==> config.mk <==
export PLATFORM = sky130hd
export DESIGN_NAME = wheel_period_pi_speed_control_top
export DESIGN_NICKNAME = d
export VERILOG_FILES = /design/src/rtl/wpsc_pkg.sv /design/src/rtl/wheel_period_pi_speed_control_top.sv /design/src/rtl/wpsc_queue.sv /design/src/rtl/wpsc_front.sv /design/src/rtl/wpsc_back.sv
export SDC_FILE = /design/constraint.sdc
export NUM_CORES = 2
export LEC_CHECK = 0
export BUFFER_PORTS_ARGS = -buffer_cell sky130_fd_sc_hd__buf_2
export CORE_ASPECT_RATIO = 1.4
export CORE_MARGIN = 5
export CORE_UTILIZATION = 55
export CTS_CLUSTER_DIAMETER = 100
export CTS_CLUSTER_SIZE = 24
export DETAILED_ROUTE_END_ITERATION = 8
export PLACE_DENSITY = 0.69
export SETUP_SLACK_MARGIN = 0.3
export SYNTH_ARGS = -nofsm -noshare
export SYNTH_HDL_FRONTEND = slang
export SYNTH_SLANG_ARGS = --single-unit
==> constraint.sdc <==
create_clock -name clk -period 27.3 [get_ports clk]
set_input_delay 5.46 -clock clk [delete_from_list [all_inputs] [get_ports clk]]
set_output_delay 5.46 -clock clk [all_outputs]
set_load 0.02 [all_outputs]
==> src/rtl/wpsc_pkg.sv <==
// Shared types and constants for the wheel period PI speed controller.
// Used by every module in rtl/; depends on nothing.
package wpsc_pkg;

  localparam int WHEEL_COUNT_DEF = 4;

  localparam int WHEEL_W   = 2;
  localparam int TS_W      = 32;
  localparam int SPD_W     = 24;
  localparam int DRV_W     = 32;
  localparam int ERR_W     = SPD_W + 1;
  localparam int INTEG_W   = 56;
  localparam int GAIN_W    = 16;
  localparam int SHIFT_W   = 6;
  localparam int NUM_W     = 28;
  localparam int TCLAMP_W  = 49;
  localparam int CFG_IDX_W = 2;
  localparam int CFG_DAT_W = 16;
  localparam int SEEN_W    = 2;

  localparam int IN_TDATA_W  = 64;
  localparam int OUT_TDATA_W = 64;

  localparam int QUEUE_DEPTH = 2;

  // 1e6 microseconds per second times 256 for the Q16.8 result
  localparam logic [NUM_W-1:0] SPEED_NUM = 28'd256000000;
  localparam logic [SPD_W-1:0] SPEED_MAX = 24'hFFFFFF;
  localparam logic [SEEN_W-1:0] EDGES_FULL = 2'd2;

  localparam logic [CFG_IDX_W-1:0] CFG_PROP_GAIN   = 2'd0;
  localparam logic [CFG_IDX_W-1:0] CFG_INTEG_GAIN  = 2'd1;
  localparam logic [CFG_IDX_W-1:0] CFG_INTEG_SHIFT = 2'd2;

  localparam logic [GAIN_W-1:0]  PROP_GAIN_RST   = 16'd2560;
  localparam logic [GAIN_W-1:0]  INTEG_GAIN_RST  = 16'd1280;
  localparam logic [SHIFT_W-1:0] INTEG_SHIFT_RST = 6'd20;

  localparam logic FUNC_PULSE  = 1'b0;
  localparam logic FUNC_UPDATE = 1'b1;

  typedef struct packed {
    logic [GAIN_W-1:0]  prop_gain;
    logic [GAIN_W-1:0]  integ_gain;
    logic [SHIFT_W-1:0] integ_shift;
  } cfg_t;

  // one speed update request waiting for the back end
  typedef struct packed {
    logic [WHEEL_W-1:0] wheel;
    logic [TS_W-1:0]    interval;
    logic [SPD_W-1:0]   target;
  } upd_t;

  typedef struct packed {
    logic empty;
    logic full;
  } q_stat_t;

endpackage

==> src/rtl/wheel_period_pi_speed_control_top.sv <==
// Top level of the wheel period PI speed controller: stream ports,
// configuration registers, front end, queue and back end. Depends on wpsc_pkg.
//
// Encoder pulse items (tuser 0) only update the wheel's pulse times;
// update items (tuser 1) go through a two-entry queue to the back end,
// which runs a bit-serial 28-step speed divide (skipped when the interval
// is zero) followed by eight steps of PI arithmetic whose multiplies share
// one multiplier. Pulses keep flowing while the back end works as long as
// the queue has room; with two updates waiting, all input stalls until the
// back end takes one. A finished result waits in the output register while
// the next update starts. Each update for a wheel below WHEEL_COUNT yields
// one result; pulses and updates for other wheels yield none. Configuration
// is written through the cfg_ port (index 0 prop_gain, 1 integ_gain, 2
// integ_shift); the user must write it only while no update is in flight,
// which the block itself does not enforce; it is always ready.
module wheel_period_pi_speed_control_top #(
  parameter int WHEEL_COUNT = wpsc_pkg::WHEEL_COUNT_DEF
) (
  input  logic                                  clk,
  input  logic                                  rst_n,
  input  logic                                  in_tvalid,
  output logic                                  in_tready,
  // [1:0] wheel, [33:2] timestamp_us, [57:34] target_speed, [63:58] zero
  input  logic [wpsc_pkg::IN_TDATA_W-1:0]       in_tdata,
  // [0] func
  input  logic                                  in_tuser,
  output logic                                  out_tvalid,
  input  logic                                  out_tready,
  // [1:0] out_wheel, [33:2] drive, [57:34] measured_speed, [63:58] zero
  output logic [wpsc_pkg::OUT_TDATA_W-1:0]      out_tdata,
  input  logic                                  cfg_valid,
  output logic                                  cfg_ready,
  input  logic [wpsc_pkg::CFG_IDX_W-1:0]        cfg_index,
  input  logic [wpsc_pkg::CFG_DAT_W-1:0]        cfg_data
);

  wpsc_pkg::cfg_t    cfg_r;
  wpsc_pkg::upd_t    q_in;
  wpsc_pkg::upd_t    q_out;
  wpsc_pkg::q_stat_t q_stat;
  logic              q_push;
  logic              q_pop;

  logic [wpsc_pkg::WHEEL_W-1:0]      res_wheel;
  logic signed [wpsc_pkg::DRV_W-1:0] res_drive;
  logic [wpsc_pkg::SPD_W-1:0]        res_speed;

  assign cfg_ready = 1'b1;

  always_ff @(posedge clk) begin
    if (!rst_n) begin
      cfg_r.prop_gain   <= wpsc_pkg::PROP_GAIN_RST;
      cfg_r.integ_gain  <= wpsc_pkg::INTEG_GAIN_RST;
      cfg_r.integ_shift <= wpsc_pkg::INTEG_SHIFT_RST;
    end else if (cfg_valid && cfg_ready) begin
      unique case (cfg_index)
        wpsc_pkg::CFG_PROP_GAIN:   cfg_r.prop_gain   <= cfg_data;
        wpsc_pkg::CFG_INTEG_GAIN:  cfg_r.integ_gain  <= cfg_data;
        wpsc_pkg::CFG_INTEG_SHIFT: cfg_r.integ_shift <= cfg_data[wpsc_pkg::SHIFT_W-1:0];
        default: begin
          // drop writes beyond the register list
        end
      endcase
    end
  end

  wpsc_front #(
    .WHEEL_COUNT(WHEEL_COUNT)
  ) u_front (
    .clk             (clk),
    .rst_n           (rst_n),
    .in_valid        (in_tvalid),
    .in_ready        (in_tready),
    .in_func         (in_tuser),
    .in_wheel        (in_tdata[1:0]),
    .in_timestamp_us (in_tdata[33:2]),
    .in_target_speed (in_tdata[57:34]),
    .q_stat          (q_stat),
    .q_push          (q_push),
    .q_data          (q_in)
  );

  wpsc_queue u_queue (
    .clk       (clk),
    .rst_n     (rst_n),
    .push      (q_push),
    .push_data (q_in),
    .pop       (q_pop),
    .pop_data  (q_out),
    .stat      (q_stat)
  );

  wpsc_back #(
    .WHEEL_COUNT(WHEEL_COUNT)
  ) u_back (
    .clk       (clk),
    .rst_n     (rst_n),
    .cfg       (cfg_r),
    .q_data    (q_out),
    .q_stat    (q_stat),
    .q_pop     (q_pop),
    .out_valid (out_tvalid),
    .out_ready (out_tready),
    .out_wheel (res_wheel),
    .out_drive (res_drive),
    .out_speed (res_speed)
  );

  assign out_tdata = {6'b0, res_speed, res_drive, res_wheel};

`ifndef SYNTHESIS
  a_no_push_full: assert property (@(posedge clk) disable iff (!rst_n)
    q_push |-> !q_stat.full)
    else $error("request pushed into a full queue");

  a_no_pop_empty: assert property (@(posedge clk) disable iff (!rst_n)
    q_pop |-> !q_stat.empty)
    else $error("request popped from an empty queue");

  a_pop_spacing: assert property (@(posedge clk) disable iff (!rst_n)
    q_pop |=> !q_pop)
    else $error("back end took two requests in consecutive cycles");
`endif

endmodule

==> src/rtl/wpsc_queue.sv <==
// Small request queue between the front end and the PI back end.
// Depends on wpsc_pkg.
module wpsc_queue (
  input  logic               clk,
  input  logic               rst_n,
  input  logic               push,
  input  wpsc_pkg::upd_t     push_data,
  input  logic               pop,
  output wpsc_pkg::upd_t     pop_data,
  output wpsc_pkg::q_stat_t  stat
);

  localparam int DEPTH = wpsc_pkg::QUEUE_DEPTH;
  localparam int PTR_W = (DEPTH > 1) ? $clog2(DEPTH) : 1;
  localparam int CNT_W = $clog2(DEPTH + 1);

  wpsc_pkg::upd_t   mem_r [DEPTH];
  logic [PTR_W-1:0] wr_ptr_r, wr_ptr_nxt;
  logic [PTR_W-1:0] rd_ptr_r, rd_ptr_nxt;
  logic [CNT_W-1:0] count_r, count_nxt;

  function automatic logic [PTR_W-1:0] ptr_inc(input logic [PTR_W-1:0] p);
    if (p == PTR_W'(DEPTH - 1)) begin
      return '0;
    end
    return p + PTR_W'(1);
  endfunction

  always_comb begin
    wr_ptr_nxt = push ? ptr_inc(wr_ptr_r) : wr_ptr_r;
    rd_ptr_nxt = pop ? ptr_inc(rd_ptr_r) : rd_ptr_r;
    count_nxt  = count_r;
    if (push && !pop) begin
      count_nxt = count_r + CNT_W'(1);
    end else if (pop && !push) begin
      count_nxt = count_r - CNT_W'(1);
    end
  end

  always_ff @(posedge clk) begin
    if (!rst_n) begin
      wr_ptr_r <= '0;
      rd_ptr_r <= '0;
      count_r  <= '0;
    end else begin
      wr_ptr_r <= wr_ptr_nxt;
      rd_ptr_r <= rd_ptr_nxt;
      count_r  <= count_nxt;
    end
  end

  always_ff @(posedge clk) begin
    if (push) begin
      mem_r[wr_ptr_r] <= push_data;
    end
  end

  assign pop_data   = mem_r[rd_ptr_r];
  assign stat.empty = (count_r == '0);
  assign stat.full  = (count_r == CNT_W'(DEPTH));

endmodule

==> src/rtl/wpsc_front.sv <==
// Front end: takes input items, keeps per-wheel encoder times and turns
// update requests into interval records for the queue. Depends on wpsc_pkg.
module wpsc_front #(
  parameter int WHEEL_COUNT = wpsc_pkg::WHEEL_COUNT_DEF
) (
  input  logic                          clk,
  input  logic                          rst_n,
  input  logic                          in_valid,
  output logic                          in_ready,
  input  logic                          in_func,
  input  logic [wpsc_pkg::WHEEL_W-1:0]  in_wheel,
  input  logic [wpsc_pkg::TS_W-1:0]     in_timestamp_us,
  input  logic [wpsc_pkg::SPD_W-1:0]    in_target_speed,
  input  wpsc_pkg::q_stat_t             q_stat,
  output logic                          q_push,
  output wpsc_pkg::upd_t                q_data
);

  localparam int IDX_W = (WHEEL_COUNT > 1) ? $clog2(WHEEL_COUNT) : 1;
  localparam int EXT_W = IDX_W + wpsc_pkg::WHEEL_W;

  logic [wpsc_pkg::TS_W-1:0]   last_r  [WHEEL_COUNT];
  logic [wpsc_pkg::TS_W-1:0]   prior_r [WHEEL_COUNT];
  logic [wpsc_pkg::SEEN_W-1:0] seen_r  [WHEEL_COUNT];

  logic [EXT_W-1:0] wheel_ext;
  logic [IDX_W-1:0] idx;
  logic             wheel_ok;
  logic             accept;
  logic             pulse_wr;

  assign wheel_ext = EXT_W'(in_wheel);
  assign idx       = wheel_ext[IDX_W-1:0];
  assign wheel_ok  = (wheel_ext < EXT_W'(WHEEL_COUNT));

  assign in_ready = !q_stat.full;
  assign accept   = in_valid && in_ready;
  assign pulse_wr = accept && wheel_ok && (in_func == wpsc_pkg::FUNC_PULSE);
  assign q_push   = accept && wheel_ok && (in_func == wpsc_pkg::FUNC_UPDATE);

  // interval counts as zero until two pulses are on record
  always_comb begin
    q_data.wheel    = in_wheel;
    q_data.target   = in_target_speed;
    q_data.interval = '0;
    if (wheel_ok && seen_r[idx] == wpsc_pkg::EDGES_FULL) begin
      q_data.interval = last_r[idx] - prior_r[idx];
    end
  end

  always_ff @(posedge clk) begin
    if (!rst_n) begin
      for (int i = 0; i < WHEEL_COUNT; i++) begin
        last_r[i]  <= '0;
        prior_r[i] <= '0;
        seen_r[i]  <= '0;
      end
    end else if (pulse_wr) begin
      prior_r[idx] <= last_r[idx];
      last_r[idx]  <= in_timestamp_us;
      if (seen_r[idx] != wpsc_pkg::EDGES_FULL) begin
        seen_r[idx] <= seen_r[idx] + wpsc_pkg::SEEN_W'(1);
      end
    end
  end

endmodule

==> src/rtl/wpsc_back.sv <==
// Back end: divides for speed, runs the PI arithmetic on one shared
// multiplier and holds the result register. Depends on wpsc_pkg.
module wpsc_back #(
  parameter int WHEEL_COUNT = wpsc_pkg::WHEEL_COUNT_DEF
) (
  input  logic                               clk,
  input  logic                               rst_n,
  input  wpsc_pkg::cfg_t                     cfg,
  input  wpsc_pkg::upd_t                     q_data,
  input  wpsc_pkg::q_stat_t                  q_stat,
  output logic                               q_pop,
  output logic                               out_valid,
  input  logic                               out_ready,
  output logic [wpsc_pkg::WHEEL_W-1:0]       out_wheel,
  output logic signed [wpsc_pkg::DRV_W-1:0]  out_drive,
  output logic [wpsc_pkg::SPD_W-1:0]         out_speed
);

  localparam int IDX_W = (WHEEL_COUNT > 1) ? $clog2(WHEEL_COUNT) : 1;
  localparam int EXT_W = IDX_W + wpsc_pkg::WHEEL_W;
  localparam int CNT_W = $clog2(wpsc_pkg::NUM_W);
  localparam int IW    = wpsc_pkg::INTEG_W;
  localparam int TW    = wpsc_pkg::TCLAMP_W;

  localparam logic [3:0] S_IDLE = 4'd0;
  localparam logic [3:0] S_DIV  = 4'd1;
  localparam logic [3:0] S_ERR  = 4'd2;
  localparam logic [3:0] S_MI   = 4'd3;
  localparam logic [3:0] S_MP   = 4'd4;
  localparam logic [3:0] S_SH   = 4'd5;
  localparam logic [3:0] S_ML   = 4'd6;
  localparam logic [3:0] S_MH   = 4'd7;
  localparam logic [3:0] S_SUM  = 4'd8;
  localparam logic [3:0] S_DRV  = 4'd9;

  localparam logic signed [IW-1:0] TLIM_HI = 56'sd140737488355328;
  localparam logic signed [IW-1:0] TLIM_LO = -56'sd140737488355328;

  logic [3:0]                        state_r, state_nxt;
  logic [CNT_W-1:0]                  cnt_r;
  logic [wpsc_pkg::WHEEL_W-1:0]      wheel_r;
  logic [wpsc_pkg::TS_W-1:0]         intv_r;
  logic [wpsc_pkg::SPD_W-1:0]        tgt_r;
  logic [wpsc_pkg::SPD_W-1:0]        speed_r;
  logic [wpsc_pkg::NUM_W-1:0]        quo_r;
  logic [wpsc_pkg::TS_W-1:0]         rem_r;
  logic signed [wpsc_pkg::ERR_W-1:0] err_r;
  logic signed [57:0]                prod_r;
  logic signed [IW-1:0]              integ_r;
  logic signed [33:0]                pterm_r;
  logic signed [TW-1:0]              t_r;
  logic [39:0]                       lo_r;
  logic signed [65:0]                full_r;
  logic signed [IW-1:0]              integ_mem_r [WHEEL_COUNT];

  logic                              out_valid_r;
  logic [wpsc_pkg::WHEEL_W-1:0]      out_wheel_r;
  logic signed [wpsc_pkg::DRV_W-1:0] out_drive_r;
  logic [wpsc_pkg::SPD_W-1:0]        out_speed_r;

  logic [EXT_W-1:0]                  wheel_ext;
  logic [IDX_W-1:0]                  idx;
  logic [wpsc_pkg::TS_W:0]           rem_sh;
  logic                              rem_ge;
  logic [wpsc_pkg::TS_W:0]           rem_sub;
  logic [wpsc_pkg::SPD_W-1:0]        speed_sat;
  logic signed [32:0]                mul_a;
  logic signed [24:0]                mul_b;
  logic signed [57:0]                mul_p;
  logic signed [58:0]                isum;
  logic signed [IW-1:0]              integ_sat;
  logic signed [IW-1:0]              t_sh;
  logic signed [TW-1:0]              t_clamp;
  logic signed [65:0]                hi_ext;
  logic signed [57:0]                iterm;
  logic signed [58:0]                dsum;
  logic signed [wpsc_pkg::DRV_W-1:0] drive_sat;
  logic                              out_free;

  assign wheel_ext = EXT_W'(wheel_r);
  assign idx       = wheel_ext[IDX_W-1:0];
  assign out_free  = !out_valid_r || out_ready;
  assign q_pop     = (state_r == S_IDLE) && !q_stat.empty;

  // restoring divide, one quotient bit per cycle; quotient shifts in
  // behind the numerator bits
  assign rem_sh  = {rem_r, quo_r[wpsc_pkg::NUM_W-1]};
  assign rem_ge  = (rem_sh >= {1'b0, intv_r});
  assign rem_sub = rem_sh - {1'b0, intv_r};

  assign speed_sat = (quo_r > wpsc_pkg::NUM_W'(wpsc_pkg::SPEED_MAX)) ?
                     wpsc_pkg::SPEED_MAX : quo_r[wpsc_pkg::SPD_W-1:0];

  // one shared multiplier, operands chosen by step
  always_comb begin
    mul_a = '0;
    mul_b = '0;
    unique case (state_r)
      S_MI: begin
        mul_a = $signed({1'b0, intv_r});
        mul_b = err_r;
      end
      S_MP: begin
        mul_a = $signed({17'b0, cfg.prop_gain});
        mul_b = err_r;
      end
      S_ML: begin
        mul_a = $signed({17'b0, cfg.integ_gain});
        mul_b = $signed({1'b0, t_r[23:0]});
      end
      S_MH: begin
        mul_a = $signed({17'b0, cfg.integ_gain});
        mul_b = t_r[TW-1:24];
      end
      default: begin
        mul_a = '0;
        mul_b = '0;
      end
    endcase
  end
  assign mul_p = mul_a * mul_b;

  // saturating integral update
  assign isum = $signed({{3{integ_mem_r[idx][IW-1]}}, integ_mem_r[idx]}) +
                $signed({prod_r[57], prod_r});
  always_comb begin
    if (isum[58:IW-1] == {4{isum[IW-1]}}) begin
      integ_sat = isum[IW-1:0];
    end else if (isum[58]) begin
      integ_sat = $signed({1'b1, {(IW-1){1'b0}}});
    end else begin
      integ_sat = $signed({1'b0, {(IW-1){1'b1}}});
    end
  end

  assign t_sh = integ_r >>> cfg.integ_shift;
  always_comb begin
    if (t_sh > TLIM_HI) begin
      t_clamp = TLIM_HI[TW-1:0];
    end else if (t_sh < TLIM_LO) begin
      t_clamp = TLIM_LO[TW-1:0];
    end else begin
      t_clamp = t_sh[TW-1:0];
    end
  end

  assign hi_ext = $signed({{24{prod_r[41]}}, prod_r[41:0]});
  assign iterm  = full_r[65:8];
  assign dsum   = $signed({iterm[57], iterm}) + $signed({{25{pterm_r[33]}}, pterm_r});
  always_comb begin
    if (dsum[58:31] == {28{dsum[31]}}) begin
      drive_sat = dsum[31:0];
    end else if (dsum[58]) begin
      drive_sat = $signed({1'b1, 31'b0});
    end else begin
      drive_sat = $signed({1'b0, {31{1'b1}}});
    end
  end

  always_comb begin
    state_nxt = state_r;
    unique case (state_r)
      S_IDLE: begin
        if (!q_stat.empty) begin
          state_nxt = (q_data.interval == '0) ? S_ERR : S_DIV;
        end
      end
      S_DIV: begin
        if (cnt_r == '0) begin
          state_nxt = S_ERR;
        end
      end
      S_ERR: state_nxt = S_MI;
      S_MI:  state_nxt = S_MP;
      S_MP:  state_nxt = S_SH;
      S_SH:  state_nxt = S_ML;
      S_ML:  state_nxt = S_MH;
      S_MH:  state_nxt = S_SUM;
      S_SUM: state_nxt = S_DRV;
      S_DRV: begin
        if (out_free) begin
          state_nxt = S_IDLE;
        end
      end
      default: state_nxt = S_IDLE;
    endcase
  end

  always_ff @(posedge clk) begin
    if (!rst_n) begin
      state_r     <= S_IDLE;
      out_valid_r <= 1'b0;
      for (int i = 0; i < WHEEL_COUNT; i++) begin
        integ_mem_r[i] <= '0;
      end
    end else begin
      state_r <= state_nxt;
      if (state_r == S_DRV && out_free) begin
        out_valid_r <= 1'b1;
      end else if (out_ready) begin
        out_valid_r <= 1'b0;
      end
      if (state_r == S_MP) begin
        integ_mem_r[idx] <= integ_sat;
      end
    end
  end

  always_ff @(posedge clk) begin
    unique case (state_r)
      S_IDLE: begin
        wheel_r <= q_data.wheel;
        intv_r  <= q_data.interval;
        tgt_r   <= q_data.target;
        rem_r   <= '0;
        cnt_r   <= CNT_W'(wpsc_pkg::NUM_W - 1);
        quo_r   <= (q_data.interval == '0) ? '0 : wpsc_pkg::SPEED_NUM;
      end
      S_DIV: begin
        rem_r <= rem_ge ? rem_sub[wpsc_pkg::TS_W-1:0] : rem_sh[wpsc_pkg::TS_W-1:0];
        quo_r <= {quo_r[wpsc_pkg::NUM_W-2:0], rem_ge};
        cnt_r <= cnt_r - CNT_W'(1);
      end
      S_ERR: begin
        speed_r <= speed_sat;
        err_r   <= $signed({1'b0, tgt_r}) - $signed({1'b0, speed_sat});
      end
      S_MI: prod_r <= mul_p;
      S_MP: begin
        prod_r  <= mul_p;
        integ_r <= integ_sat;
      end
      S_SH: begin
        pterm_r <= prod_r[41:8];
        t_r     <= t_clamp;
      end
      S_ML: prod_r <= mul_p;
      S_MH: begin
        lo_r   <= prod_r[39:0];
        prod_r <= mul_p;
      end
      S_SUM: full_r <= (hi_ext <<< 24) + $signed({26'b0, lo_r});
      S_DRV: begin
        if (out_free) begin
          out_wheel_r <= wheel_r;
          out_drive_r <= drive_sat;
          out_speed_r <= speed_r;
        end
      end
      default: begin
      end
    endcase
  end

  assign out_valid = out_valid_r;
  assign out_wheel = out_wheel_r;
  assign out_drive = out_drive_r;
  assign out_speed = out_speed_r;

endmodule
==> qor.yml <==
cells_and_area:
  regArea_mm2: 0.0347
  drive_above_1_share_pct: 9.64
  final_cell_mix: "1121 x edfxtp_1, 933 x inv_1, 790 x nand2_1, 693 x fa_1, 688 x nor2_1"
  areaGrowthSynthToFinish_pct: 5.67
  final_util_pct: 58.3
  multi_input_area_mm2: 0.0478
  final_common_cell: "edfxtp_1"
  num-fill-cells: 13200
  nNetsFinal: 9185
power:
  peakVddDrop_mv: 0.0694
  p_leak_nw: 38.5
  p_total_mw: 5.16
  power.density_mw_per_mm2: 55.9
timing:
  max_freq_ghz: 0.0951
  maxSlewViolCount: 0
  post-route-period-util_pct: 38.5
  worst_slew_pin_slew_ns: 1.22
  skew_ns: 0.110
  relSlewSlack_pct: 17.8
  finalHoldViolations: 0
  rsz0062_at_grt: "no"
  finalSetupViolCount: 0
  setup_tns_ns: 0
  period_needed_ns: 10.52
worst_setup_path:
  end_kind: "flip-flop"
  path_max_fanout: 22
  slowest_stage: "nand2_1"
  max_stage_delay_ns: 0.75
  required_ns: 27.83
  arrival_ns: 11.04
  start_kind: "flip-flop"
  crit_path_frequent_cell: "fa_1"
  crit_type: "reg -> reg"
synth:
  ys_ff_latch: 1171
  yosysWarnings: 0
  ys_seq_area_share_pct: 39.7
  synth_ff_type: "edfxtp_1"
  synth_top_family_by_area: "adder cells"
  synth_fa_ha_area_share_pct: 22.3
  synthMuxAreaShare_pct: 7.33
  synth_xor_xnor_area_share_pct: 2.51
  ys_async_sr_fraction_pct: 0
  synthSimpleGateAreaFrac_pct: 12.5
  avgSynthCellArea_um2: 10.9
  synth_edf_count: 1121
  syn_inst: 8007
  syn_area_mm2: 0.0873
  synth_cell_type_count: 99
  synth_compound_area_share_pct: 9.67
clock_tree:
  cts-resized-gates: 0
  clk_path_buf_depth: 3
  root_buffer: "clkbuf_16"
  cts_setup_buffers: 0
  clock_latency_ns: 0.77
  clkSinkCount: 1171
  clkTransAtPathRegs_ns: 0.10
  cts_tree: "done"
  cts-hold-fix-buffers: 0
  cts_made_buffers: 56
  ctsHtreeMaxLevel: 2
floorplan:
  io_pins: 155
  dieArea_mm2: 0.167
  rows: 173
  coreArea_mm2: 0.158
  start_util_pct: 55.2
  die_h_um: 481
  fp.dieW_um: 347
placement:
  place_congestion: 0.978
  io_buffers: 141
  place_hpwl_um: 187000
routing:
  dr.pass1.iters: 6
  vias: 61600
  wire_per_inst_um: 25.0
  drc_errors: 0
  drt-initial-drc-count: 4756
  viasPerCell: 6.10
  drt_wl_total_um: 253000
  ant_nets: 0
global_routing:
  grt_max_degree: 84
  overflow: 0
  grt_pass1_vias: 63700
  antenna_found_initial: 15
  grt.total_usage_pct: 29.9
  grt_pass1_wl_um: 381000
worst_hold_path:
  hold_path_class: "reg -> reg"
status:
  status: "completed"
run:
  drv_cap: 0
Yosys cell counts, types with 69 or more instances:
cell type,count,area (um^2)
nand2_1,798,3000
nand2b_1,69,432
inv_1,933,3500
mux2i_1,110,1100
fa_1,693,13900
clkbuf_1,312,1170
o21ai_0,322,1610
nor2_1,692,2600
a21oi_1,398,1990
xor2_1,96,841
nand3_1,105,526
xnor2_1,154,1350
and3_1,113,707
ha_1,448,5610
edfxtp_1,1121,33700
a21o_1,160,1200
mux2_2,95,1070
mux4_2,186,4190
and2_1,272,1700
layout make-up:
cell class	instances	area share [%]
Multi-Input combinational cell	5487	51.8
Sequential cell	1171	37.6
Inverter	937	3.81
Tap cell	2100	2.85
Timing Repair Buffer	303	2.09
Clock buffer	84	1.64
Clock inverter	7	0.187
Antenna cell	9	0.0244
stage by stage:
step	setup slack [ns]	instances	area (um^2)	hold WS, ns
6_report	16.79	10100	92300	0.423
5_1_grt	16.32	10100	92300	0.431
4_1_cts	17.00	10100	92200	0.427
3_5_place_dp	16.23	9998	90600	0.405
3_3_place_gp	16.20	9998	90600	0.402
2_1_floorplan	17.00	8012	87300	0.400
cells by family after synthesis:
family,count (synthesis)
fa+ha+maj,1141
flops,1171
simple gates,2352
compound gates,1343
xor+xnor,250
buf+inv,1354
mux,394
other cells,2
worst max-delay path: cells and delay by family (launching register included):
kind / cells / cell delay (ns)
AND/OR/NAND/NOR: 9 / 2.67
adder cells (fa/ha/maj): 8 / 3.96
AO/OA/AOI/OAI: 6 / 2.19
XOR/XNOR: 1 / 0.12
flip-flops: 1 / 0.48
buffers and inverters: 7 / 0.87
per-layer routing:
layer / global-route usage [%] / share of wire [%] / vias to the layer above
li1: - / - / 27400
met1: 33.2 / 34 / 30800
met2: 53.2 / 50 / 2614
met3: 4.34 / 6.5 / 823
met4: 20.5 / 8.7 / 12
met5: 0 / 0.034 / -
power by group:
part	total (mW)	leakage [nW]	switching, mW	internal (mW)
sequential	2.29	11.3	0.104	2.18
clock	0.987	0.802	0.583	0.404
combinational	1.88	26.4	1.23	0.650
total	5.16	38.5	1.92	3.24
state kept, by name, summed over array words and instances, names as in the netlist, 32 cells and up, named ones only:
register / cells
u_queue.mem_r: 116
u_back.prod_r: 58
u_back.pterm_r: 34
u_back.integ_mem_r: 224
u_front.prior_r: 128
u_front.last_r: 128
u_back.rem_r: 32
cfg_r: 38
u_back.t_r: 49
u_back.lo_r: 32
u_back.out_drive: 32
u_back.full_r: 58
u_back.intv_r: 32
u_back.integ_r: 56
worst paths after layout:
| check | depth (start not counted) | to | start | slack (ns) |
|---|---|---|---|---|
| worst max-delay path | 31 | u_back.prod_r[39] | u_back.state_r[2] | 16.79 |
| worst min-delay path | 0 | u_back.out_speed[16] | u_back.speed_r[16] | 0.42 |
| worst max register to register | 31 | u_back.prod_r[39] | u_back.state_r[2] | 16.79 |
| worst min register to register | 0 | u_back.out_speed[16] | u_back.speed_r[16] | 0.42 |
Power figures use the tool's default switching activity.
